<file path="config.mk">
export PLATFORM = sky130hd
export DESIGN_NAME = rars_front
export DESIGN_NICKNAME = d
export VERILOG_FILES = /design/src/rtl/core/rars_pkg.sv /design/src/rtl/core/rars_front.sv
export SDC_FILE = /design/constraint.sdc
export NUM_CORES = 1
export LEC_CHECK = 0
export BUFFER_PORTS_ARGS = -buffer_cell sky130_fd_sc_hd__buf_2
export CORE_UTILIZATION = 43
export CTS_BUF_LIST = sky130_fd_sc_hd__clkbuf_2 sky130_fd_sc_hd__clkbuf_4 sky130_fd_sc_hd__clkbuf_8
export CTS_CLUSTER_DIAMETER = 60
export DETAILED_ROUTE_END_ITERATION = 8
export PLACE_DENSITY = 0.66
export SLEW_MARGIN = 20
export SYNTH_ARGS = -nofsm -noshare
export SYNTH_HDL_FRONTEND = slang
export SYNTH_SLANG_ARGS = --single-unit
</file>
<file path="constraint.sdc">
create_clock -name clk_i -period 7.26 [get_ports clk_i]
set_input_delay 2.178 -clock clk_i [delete_from_list [all_inputs] [get_ports clk_i]]
set_output_delay 2.178 -clock clk_i [all_outputs]
set_load 0.05 [all_outputs]
</file>
<file path="src/rtl/core/rars_pkg.sv">
// shared types and constants for the range-add range-sum store
package rars_pkg;

  localparam int unsigned ELEMENTS_DEF = 1024;
  localparam int unsigned IDX_W = 11;
  localparam int unsigned VAL_W = 64;
  localparam int unsigned OP_W = 2;
  localparam int unsigned TDATA_IN_W = 88;
  localparam int unsigned TDATA_OUT_W = 64;

  typedef enum logic [1:0] {
    OP_SET = 2'd0,
    OP_ADD = 2'd1,
    OP_SUM = 2'd2,
    OP_NOP = 2'd3
  } op_e;

  // back part states
  typedef enum logic [1:0] {
    ST_IDLE,
    ST_RUN,
    ST_CLR,
    ST_OUT
  } back_st_e;

  // one classified item as it sits in the queue
  typedef struct packed {
    op_e              op;
    logic [IDX_W-1:0] lo;
    logic [IDX_W-1:0] hi;
    logic [VAL_W-1:0] val;
  } cmd_t;

endpackage

</file>
<file path="src/rtl/core/rars_front.sv">
// front part: accepts items, drops no-effect ones, feeds a two-entry queue
module rars_front #(
  parameter int unsigned ELEMENTS = rars_pkg::ELEMENTS_DEF
) (
  input  logic                               clk_i,
  input  logic                               rst_ni,
  input  logic                               s_axis_tvalid,
  output logic                               s_axis_tready,
  input  logic [rars_pkg::TDATA_IN_W-1:0]    s_axis_tdata,
  output logic                               cmd_valid_o,
  input  logic                               cmd_ready_i,
  output rars_pkg::cmd_t                     cmd_o
);

  rars_pkg::cmd_t q_mem [2];
  logic           wr_q, wr_d, rd_q, rd_d;
  logic [1:0]     cnt_q, cnt_d;
  rars_pkg::cmd_t in_cmd;
  logic           keep, push, pop;

  assign in_cmd.op  = rars_pkg::op_e'(s_axis_tdata[1:0]);
  assign in_cmd.lo  = s_axis_tdata[12:2];
  assign in_cmd.hi  = s_axis_tdata[23:13];
  assign in_cmd.val = s_axis_tdata[87:24];

  // a set beyond the end, an empty add and an unused code are dropped here
  always_comb begin
    case (in_cmd.op)
      rars_pkg::OP_SET: keep = ({21'd0, in_cmd.lo} < 32'(ELEMENTS));
      rars_pkg::OP_ADD: keep = (in_cmd.lo < in_cmd.hi);
      rars_pkg::OP_SUM: keep = 1'b1;
      default:          keep = 1'b0;
    endcase
  end

  assign s_axis_tready = (cnt_q != 2'd2);
  assign push          = s_axis_tvalid && s_axis_tready && keep;
  assign cmd_valid_o   = (cnt_q != 2'd0);
  assign pop           = cmd_valid_o && cmd_ready_i;
  assign cmd_o         = q_mem[rd_q];

  always_comb begin
    wr_d  = push ? ~wr_q : wr_q;
    rd_d  = pop ? ~rd_q : rd_q;
    cnt_d = cnt_q + {1'b0, push} - {1'b0, pop};
  end

  always_ff @(posedge clk_i or negedge rst_ni) begin
    if (!rst_ni) begin
      wr_q  <= 1'b0;
      rd_q  <= 1'b0;
      cnt_q <= 2'd0;
    end else begin
      wr_q  <= wr_d;
      rd_q  <= rd_d;
      cnt_q <= cnt_d;
    end
  end

  always_ff @(posedge clk_i) begin
    if (push) begin
      q_mem[wr_q] <= in_cmd;
    end
  end

endmodule

</file>
# Yosys cells after proc, flatten, opt, wreduce, memory -nomap -nowiden
# Memories as Yosys holds them, arrays and structs flattened.
# Index checks and enable logic that the tools add are counted.
# W data, S select, Z words.
[word_totals]
out_inout_bits = 90
word_cells = 21
input_bits = 92
mem_bits_rw = 176
mem_count = 1
reg_bits = 4
[op_classes]
n_mux = 3
eq_ne = 3
reduce_logical = 5
magnitude_cmp = 2
bitwise = 2
addsub = 2
[mem_list]
columns = ["name", "depth", "width", "read_ports", "rd_ports_with_merged_regs", "write_ports", "line", "text"]
rows = [
  ["q_mem", 2, 88, 1, 0, 1, "rars_front.sv:15", "rars_pkg::cmd_t q_mem [2];"],
]
[ops]
columns = ["cell", "n"]
rows = [
  ["$lt A11 B11 Y1", 1],
  ["$lt A11 B11 Y1 const B", 1],
  ["$logic_and A1 B1 Y1", 3],
  ["$pmux W1 S3", 1],
  ["$add A2 B1 Y2", 1],
  ["$eq A2 B1 Y1 const B", 1],
  ["$eq A2 B2 Y1 const B", 1],
  ["$logic_not A2 Y1", 1],
  ["$mux W1", 2],
  ["$ne A2 B2 Y1 const B", 1],
  ["$not A1 Y1", 2],
  ["$reduce_bool A2 Y1", 1],
  ["$sub A2 B1 Y2", 1],
]

# Logic depth before layout (Yosys ltp)
# Gate-level depths: netlist of the first run.
[logic_depth]
word_depth = 5
ltp_mapped = 11
ltp_nobuf = 11

# Least setup slack after synthesis of the first run
# Ideal clock, no wire load.
[synth_path]
path_type = "input-to-reg"
startpoint = "input s_axis_tdata[21] in the netlist's numbering"
endpoint = "memory q_mem[0][0] in the netlist's numbering, enable pin"
path_stages = 7
path_buffers = 0
t_arrival_ps = 6680
required_time_ps = 6725
setup_time_ps = 535
setup_slack_ps = 45
path_cell_list = "inv_1 > ha_1 > a211oi_1 > o21ai_0 > a21oi_1 > o21ai_2 > nor2_1"
[synth_between]
elab_chain_cells = 5
[synth_rtl]
columns = ["item", "line", "text"]
rows = [
  ["start: declaration", "rars_front.sv:9", "input logic [rars_pkg::TDATA_IN_W-1:0] s_axis_tdata,"],
  ["$lt A11 B11 Y1", "rars_front.sv:30", "rars_pkg::OP_ADD: keep = (in_cmd.lo < in_cmd.hi);"],
  ["$pmux W1 S3", "rars_front.sv:28", "case (in_cmd.op)"],
  ["$logic_and A1 B1 Y1", "rars_front.sv:37", "assign push = s_axis_tvalid && s_axis_tready && keep;"],
  ["$mux W1", "rars_front.sv:61", "if (push) begin"],
  ["$mux W1 (implied by the code)", "rars_front.sv:62", "q_mem[wr_q] <= in_cmd;"],
  ["end: declaration", "rars_front.sv:15", ""],
]
# Every way passes these cells.

==> results_dict.tcl, run 1 <==
set metrics [dict create \
    synth-seq-cells 180 \
    cp_data_arrival_time_ns 2.56 \
    cts-root-buf "clkbuf_8" \
    routedWlPerCell_microns 16.1 \
    crit_path_start_kind "flip-flop" \
    final_cell_mix "181 x buf_2, 176 x edfxtp_1, 88 x mux2_2, 17 x clkbuf_8, 13 x inv_1" \
    ir_worst_vdd_mv 0.226 \
    drc 0 \
    skew_ns 0.0101 \
    maxSlewViolCount 0 \
    worstPathRequired_ns 5.08 \
    cp_num_buf_inv 2 \
    cp_cell_sequence "buf_4 > mux2_2 > buf_2" \
    synth.top_cells.by_area "edfxtp_1 78%, mux2_2 15%, ha_1 2.2%" \
    die_h_microns 128 \
    io_buffers 181 \
    path_max_fanout 63 \
    worst_hold_path.num_cells 1 \
    placed_area_sq_mm 0.00797 \
    fin_tns_setup_ns 0 \
    cts_resized 0 \
    grt_pass1_wl_microns 18100 \
    fillers 1303 \
    cts_tree "yes" \
    outcome "finished clean" \
    cts_buffers 17 \
    power.density_mw_per_mm2 402 \
    finalSetupViolCount 0 \
    max_cap_viol_count 0 \
    gp_congestion 0.784 \
    antenna_found_initial 1 \
    yosysWarningCount 0 \
    hold_viol_final 0 \
    hpwl_microns 8120 \
    layout.nets 630 \
    die_w_microns 128 \
    stdcell_area_sq_mm 0.00839 \
    crit_family "buffers and inverters" \
    crit_slowest_cell "buf_4" \
    core_sq_mm 0.0153 \
    final_core_util 0.548 \
    grt_overflow 0 \
    synth_cells 331 \
    synth_top_area_share 0.777 \
    holdBufCountCts 0 \
    worst_setup_path_end_kind "output pin" \
    timing.final.crit_share 0.652 \
    rrSetupSlack_ns 5.37 \
    grt_max_degree 64 \
    ant_nets 0 \
    critical_path_class "reg -> out" \
    clock_path_buffers 2 \
    p_int_w 0.00203 \
    num_rows 45 \
    power_w 0.00337 \
    drive_above_1_share 0.571 \
    cts_sinks 180 \
    dr.first_iter.drc_count 181 \
    vias_per_cell 4.71 \
    power_leakage_nw 3.16 \
    netlist_area_sq_mm 0.00680 \
    max_slew_margin 0.435 \
    initial_core_util 0.444 \
    h-tree-depth 4 \
    p_switching_w 0.00134 \
    cp_num_cells 3 \
    dr.pass1.iters 4 \
    ys_seq_area_frac 0.792 \
    synth.distinct_cells 24 \
    routed-via-count 3534 \
    tightest_slew_ns 0.848 \
    cts_setup_buffers 0 \
    reg2reg_depth 5 \
    track_usage 0.151 \
    switching_share 0.397 \
    slowest_delay_ns 0.73 \
    n_antenna_cell 0 \
    max_freq_mhz 211 \
    io_pins 182 \
    routed_wl_microns 12100 \
    p_seq_frac 0.400 \
    synth_largest_area_cell "edfxtp_1" \
    combPwrFrac 0.389 \
    synth_nets 435 \
    min_path_type "reg -> reg" \
    syn2layout_area_growth_pct 23.5 \
    grt_pass1_vias 3645 \
    rsz0062_at_grt "no" \
    final_common_cell "buf_2" \
    clkPwrFrac 0.210 \
    syn_area_per_cell_sq_um 20.5 \
    fp.dieArea_sq_mm 0.0163 \
    timing.final.crit_period_ns 4.73 \
    path_clk_slew_ns 0.09 \
    clock_latency_ns 0.44 \
]
power by group through the flow:
stage / combinational (W) / sequential [W] / clock [W]
after floorplan: 0.00108 / 0.00135 / 0
after CTS: 0.00133 / 0.00135 / 0.000731
after detailed placement: 0.00132 / 0.00138 / 0
after global routing: 0.00138 / 0.00136 / 0.000769
after global placement: 0.00132 / 0.00137 / 0
final: 0.00131 / 0.00135 / 0.000710
cell usage after synthesis:
cell and number:
buf_4 1, o311a_1 1, nor2b_1 1, nor3b_1 1, nor2_1 2, nor3_1 1, buf_2 9, a211oi_1 1
o21ai_2 1, inv_1 13, nand2b_1 1, ha_1 12, edfxtp_1 176, nand4_1 1, o21a_1 1, xnor2_1 3
and2_1 1, a21oi_1 5, nand2_1 3, xor2_1 1, dfrtp_1 4, or2_2 1, o21ai_0 3, mux2_2 88
sequential cells by signal (all words and copies together) (netlist names):
signal,flops
q_mem,176
cnt_q,2
rd_q,1
wr_q,1
per-layer routing:
metal	routed length [microns]	part of all wire	up-vias	track usage
met5	10	0.00083	-	0
met4	196	0.016	2	0.0692
met3	1040	0.086	18	0.0609
met2	5850	0.48	130	0.246
met1	5010	0.41	1713	0.174
li1	-	-	1671	-
area by class of cell:
class	instances	area, sq um	share of cell area
Clock buffer	17	234	0.0279
Sequential cell	180	5390	0.642
Multi-Input combinational cell	128	1330	0.158
Clock inverter	15	188	0.0224
Timing Repair Buffer	186	943	0.112
Tap cell	211	264	0.0315
Inverter	13	48.8	0.00581
cells by family (layout without fill, tap and decap cells):
kind of cell,after synthesis,in the layout,share of synthesized area
and+or+nand+nor,12,12,0.00920
buffers and inverters,23,231,0.0149
DFF,180,180,0.792
adders and majority gates,12,12,0.0221
AOI/OAI and AO/OA,12,12,0.0109
xor gates and xnor gates,4,4,0.00515
muxes,88,88,0.146
worst register-to-register path: cells and delay by family, from the launching register on:
family	cells	cell delay, ns
flops	1	0.41
compound gates	2	0.31
buf+inv	1	0.52
simple gates	2	0.23
final timing paths:
check / startpoint / end
worst max-delay path: rd_q / cmd_o[51]
worst min-delay path: cnt_q[1] / cnt_q[1]
worst max register to register: cnt_q[1] / q_mem[0][24]
worst min register to register: cnt_q[1] / cnt_q[1]
max in group asynchronous: rst_ni / rd_q
min in group asynchronous: rst_ni / cnt_q[0]
metrics by stage:
| stage | setup WS, ns | hold WS [ns] | instances |
|---|---|---|---|
| global placement | 2.96 | 0.477 | 718 |
| detailed placement | 2.91 | 0.487 | 718 |
| global route | 2.36 | 0.534 | 750 |
| finish | 2.53 | 0.496 | 750 |
| CTS | 2.47 | 0.501 | 750 |
| floorplan | 0.0447 | 0.460 | 331 |
(Power assumes the default switching activity.)
==> inputs of run 2 (changes only) <==
Clock period 7.26 ns to 4.81 ns, I/O delays scaled along.
==> results_dict.tcl, run 2 (synthesis results as in run 1) <==
set metrics [dict create \
    finalSetupViolCount 0 \
    routedWlPerCell_microns 15.8 \
    p_int_w 0.00299 \
    routed-via-count 3514 \
    switching_share 0.401 \
    maxSlewViolCount 0 \
    layout.nets 628 \
    h-tree-depth 4 \
    syn2layout_area_growth_pct 23.0 \
    finalWorstSetupSlack_ns 1.11 \
    die_w_microns 128 \
    stdcell_area_sq_mm 0.00836 \
    vias_per_cell 4.70 \
    fp.dieArea_sq_mm 0.0163 \
    clock_path_buffers 2 \
    grt_overflow 0 \
    initial_core_util 0.444 \
    placed_cells 716 \
    cts_tree "yes" \
    timing.final.crit_period_ns 3.70 \
    cts_resized 0 \
    final_core_util 0.546 \
    clock_latency_ns 0.44 \
    rsz0062_at_grt "no" \
    die_h_microns 128 \
    cp_data_arrival_time_ns 2.26 \
    grt_max_degree 89 \
    slowest_delay_ns 0.85 \
    max_cap_viol_count 0 \
    final_common_cell "buf_2" \
    ir_worst_vdd_mv 0.334 \
    io_pins 182 \
    antenna_found_initial 0 \
    n_antenna_cell 0 \
    cp_num_buf_inv 2 \
    top_register "q_mem" \
    placed_area_sq_mm 0.00800 \
    drc 0 \
    routed_wl_microns 11800 \
    holdBufCountCts 0 \
    path_max_fanout 46 \
    cts_buffers 17 \
    critical_path_class "reg -> out" \
    crit_slowest_cell "dfrtp_4" \
    power.density_mw_per_mm2 597 \
    max_freq_mhz 270 \
    num_rows 45 \
    path_clk_slew_ns 0.08 \
    worst_hold_path.num_cells 1 \
    core_sq_mm 0.0153 \
    crit_family "flip-flops" \
    min_path_type "reg -> reg" \
    track_usage 0.152 \
    cts_sinks 180 \
    skew_ns 0.0110 \
    gp_congestion 0.776 \
    grt_pass1_vias 3721 \
    dr.pass1.iters 4 \
    grt_pass1_wl_microns 18400 \
    largest_reg_flops 176 \
    rrSetupSlack_ns 2.96 \
    cp_cell_sequence "buf_12 > mux2_2 > buf_2" \
    io_buffers 181 \
    clkPwrFrac 0.191 \
    cts_setup_buffers 0 \
    reg2reg_depth 5 \
    tightest_slew_ns 0.643 \
    r2r-start "cnt_q[1]" \
    hold_viol_final 0 \
    hold_end "cnt_q[1]" \
    cts-root-buf "clkbuf_8" \
    dr.first_iter.drc_count 159 \
    pre_cts_slack_ns 1.30 \
    final_cell_mix "181 x buf_2, 176 x edfxtp_1, 88 x mux2_2, 17 x clkbuf_8, 13 x inv_1" \
    p_seq_frac 0.415 \
    holdCritStartpoint "cnt_q[1]" \
    stdcell_count 747 \
    hpwl_microns 7620 \
    worst_setup_path_end_kind "output pin" \
    power_leakage_nw 3.14 \
    r2r-end "q_mem[0][71]" \
    drive_above_1_share 0.567 \
    ant_nets 0 \
    crit_path_start_kind "flip-flop" \
    timing.final.crit_share 0.770 \
    worstPathRequired_ns 3.37 \
    combPwrFrac 0.394 \
    largest_registers "q_mem x176, cnt_q x2" \
    outcome "finished clean" \
    max_slew_margin 0.571 \
    p_switching_w 0.00200 \
]
[run 2: changes by cell type in the layout (fill, tap and decap cells not counted)]
cell        delta
clkinv_2       -1
clkinv_1       +1
buf_12         +3
buf_4          -5
bufinv_16      -2
clkbuf_4       +3
clkinvlp_4     -2
[run 2: area by class of cell]
type	instances	area, sq um
multi-input cells	128	1330
repair buffers	184	966
fillers	1278	6950
well taps	211	264
flip-flops and latches	180	5390
clock buffers	20	256
inverters	13	48.8
clock inverters	11	111
[run 2: worst max path at each step]
stage	cells after the start	from	to
global placement	9	s_axis_tdata[21]	q_mem[0][21]
CTS	3	rd_q	cmd_o[87]
global route	3	rd_q	cmd_o[87]
finish	3	rd_q	cmd_o[87]
detailed placement	9	s_axis_tdata[21]	q_mem[0][55]
floorplan	7	s_axis_tdata[21]	q_mem[0][0]
[run 2: per-stage QoR]
step / total power (W) / TNS, ns / hold WS [ns]
6_report: 0.00499 / 0 / 0.507
5_1_grt: 0.00521 / 0 / 0.550
4_1_cts: 0.00506 / 0 / 0.510
3_5_place_dp: 0.00410 / 0 / 0.495
3_3_place_gp: 0.00409 / 0 / 0.481
2_1_floorplan: 0.00366 / -34.00 / 0.460
[run 2: power groups by stage]
stage               sequential [W]  combinational [W]  clock (W)
global route               0.00210            0.00206    0.00104
detailed placement         0.00211            0.00199          0
floorplan                  0.00203            0.00164          0
global placement           0.00210            0.00199          0
finish                     0.00207            0.00197   0.000954
CTS                        0.00208            0.00200   0.000987
[run 2: layer usage]
layer | routed length, microns | up-vias | global-route usage
li1 | - | 1664 | -
met1 | 5140 | 1714 | 0.185
met2 | 5780 | 119 | 0.251
met3 | 697 | 17 | 0.0438
met4 | 225 | 0 | 0.0720
met5 | 0 | - | 0
==> inputs of run 3 (changes only) <==
Settings changed: ABC_AREA set to 1.
Clock period 4.81 ns to 3.6 ns, I/O delays scaled along.
==> results_dict.tcl, run 3 <==
set metrics [dict create \
    io_pins 182 \
    core_sq_mm 0.0158 \
    layout.nets 839 \
    grt_overflow 0 \
    cp_num_buf_inv 3 \
    routed_wl_microns 13500 \
    die_w_microns 129 \
    drc 0 \
    routed-via-count 4339 \
    path_max_fanout 47 \
    synth_largest_area_cell "edfxtp_1" \
    initial_core_util 0.440 \
    track_usage 0.166 \
    synthFlopType "edfxtp_1" \
    num_rows 46 \
    clock_path_buffers 2 \
    maxSlewViolCount 0 \
    synth.distinct_cells 21 \
    power.density_mw_per_mm2 850 \
    timing.final.crit_period_ns 3.17 \
    syn_area_per_cell_sq_um 12.7 \
    synthMostInstantiatedCell "nand2_1" \
    holdBufCountCts 0 \
    drive_above_1_share 0.311 \
    fin_tns_setup_ns 0 \
    rrSetupSlack_ns 1.82 \
    max_slew_margin 0.662 \
    placed_cells 932 \
    hold_viol_final 0 \
    cp_data_arrival_time_ns 2.09 \
    synth_edf_count 176 \
    syn2layout_area_growth_pct 22.6 \
    outcome "finished clean" \
    power_w 0.00725 \
    gp_congestion 0.764 \
    finalWorstSetupSlack_ns 0.435 \
    stdcell_count 964 \
    worstPathRequired_ns 2.52 \
    synth-seq-cells 180 \
    final_common_cell "nand2_1" \
    ys_seq_area_frac 0.774 \
    synth_cells 546 \
    largest_registers "q_mem x176, cnt_q x2" \
    synth_top_area_share 0.760 \
    cts_tree "yes" \
    min_path_type "in -> async" \
    path_clk_slew_ns 0.09 \
    yosysWarningCount 0 \
    die_h_microns 129 \
    grt_pass1_vias 4167 \
    synthTopCellsByCount "290 x nand2_1, 176 x edfxtp_1, 25 x inv_1" \
    dr.pass1.iters 4 \
    r2r-start "cnt_q[0]" \
    cts_resized 0 \
    largest_reg_flops 176 \
    io_buffers 181 \
    synth_nets 650 \
    pre_cts_slack_ns 0.557 \
    finalSetupViolCount 0 \
    top_register "q_mem" \
    ant_nets 0 \
    clock_latency_ns 0.45 \
    grt_max_degree 68 \
    crit_family "buffers and inverters" \
    critical_path_class "reg -> out" \
    cts_sinks 180 \
    worst_setup_path_end_kind "output pin" \
    hpwl_microns 8690 \
    skew_ns 0.0102 \
    timing.final.crit_share 0.879 \
    cp_cell_sequence "inv_2 > buf_4 > nand2_1 > nand2_1 > buf_2" \
    final_core_util 0.539 \
    multi_input_area_sq_mm 0.00136 \
    reg2reg_depth 8 \
    slowest_delay_ns 0.63 \
    n_antenna_cell 0 \
    power_leakage_nw 3.76 \
    h-tree-depth 4 \
    async_flop_share 0.0222 \
    grt_pass1_wl_microns 20600 \
    dr.first_iter.drc_count 241 \
    rsz0062_at_grt "no" \
    crit_path_start_kind "flip-flop" \
    fillers 1356 \
    netlist_area_sq_mm 0.00696 \
    fp.dieArea_sq_mm 0.0167 \
    crit_slowest_cell "dfrtp_4" \
    final_cell_mix "290 x nand2_1, 179 x buf_2, 176 x edfxtp_1, 24 x inv_1, 20 x clkbuf_8" \
    max_cap_viol_count 0 \
    r2r-end "cnt_q[1]" \
    cts_setup_buffers 0 \
    cts_buffers 17 \
    cts-root-buf "clkbuf_8" \
    synth.top_cells.by_area "edfxtp_1 76%, nand2_1 16%, ha_1 2.2%" \
    vias_per_cell 4.50 \
    ir_worst_vdd_mv 0.427 \
    max_freq_mhz 316 \
    antenna_found_initial 0 \
    ff_latch_area_sq_mm 0.00539 \
    crit_path_frequent_cell "nand2_1" \
    routedWlPerCell_microns 14.1 \
    tightest_slew_ns 0.507 \
]
[run 3: cell count changes after synthesis, sizes merged, moves of 2 or more]
cell,before,now
buf,10,19
mux2,88,0
xnor2,3,1
inv,13,28
o21ai,4,0
nand3,0,2
nand2,3,294
a21oi,5,2
[run 3: report_power, final]
group	total, W	switching, W	internal (W)
Clock	0.00129	0.000668	0.000620
Sequential	0.00270	0.000109	0.00260
Combinational	0.00326	0.00260	0.000661
Total	0.00725	0.00337	0.00388
[run 3: worst register-to-register path, stage by stage, from the launching register on]
cell      delay (ns)
dfrtp_1         0.37
inv_1           0.07
a21boi_1        0.30
nand2_4         0.11
ha_1            0.29
inv_1           0.04
ha_1            0.19
xnor2_1         0.18
xor2_1          0.15
[run 3: area by class of cell]
| type | instances | share of cell area |
|---|---|---|
| Multi-Input combinational cell | 318 | 0.160 |
| Clock buffer | 23 | 0.0349 |
| Timing Repair Buffer | 189 | 0.120 |
| Inverter | 29 | 0.0132 |
| Tap cell | 216 | 0.0317 |
| Clock inverter | 9 | 0.00939 |
| Sequential cell | 180 | 0.632 |
[run 3: worst max path at each step]
stage | endpoint | depth (start not counted) | start
after floorplan | q_mem[1][0] | 11 | s_axis_tdata[23]
after global placement | q_mem[0][12] | 11 | s_axis_tdata[19]
after detailed placement | cnt_q[1] | 16 | s_axis_tdata[17]
after CTS | cmd_o[15] | 5 | rd_q
after global routing | cmd_o[6] | 5 | rd_q
final | cmd_o[2] | 5 | rd_q
[run 3: per-stage QoR]
| stage | area, sq um | hold WS (ns) |
|---|---|---|
| floorplan | 6970 | 0.454 |
| global placement | 8150 | 0.474 |
| detailed placement | 8150 | 0.489 |
| CTS | 8530 | 0.389 |
| global route | 8530 | 0.380 |
| finish | 8530 | 0.423 |
[run 3: kinds of logic after synthesis]
logic type | synth area share
compound gates | 0.00360
xor+xnor | 0.00378
fa+ha+maj | 0.0216
buf+inv | 0.0322
flops | 0.774
simple gates | 0.165
[run 3: metal layers]
metal	share of wire	routed length (microns)	GRT usage	vias up
met5	0	0	0	-
met4	0.014	186	0.0651	0
met3	0.056	752	0.0487	15
met2	0.49	6590	0.280	120
met1	0.44	6020	0.202	2024
li1	-	-	-	2180
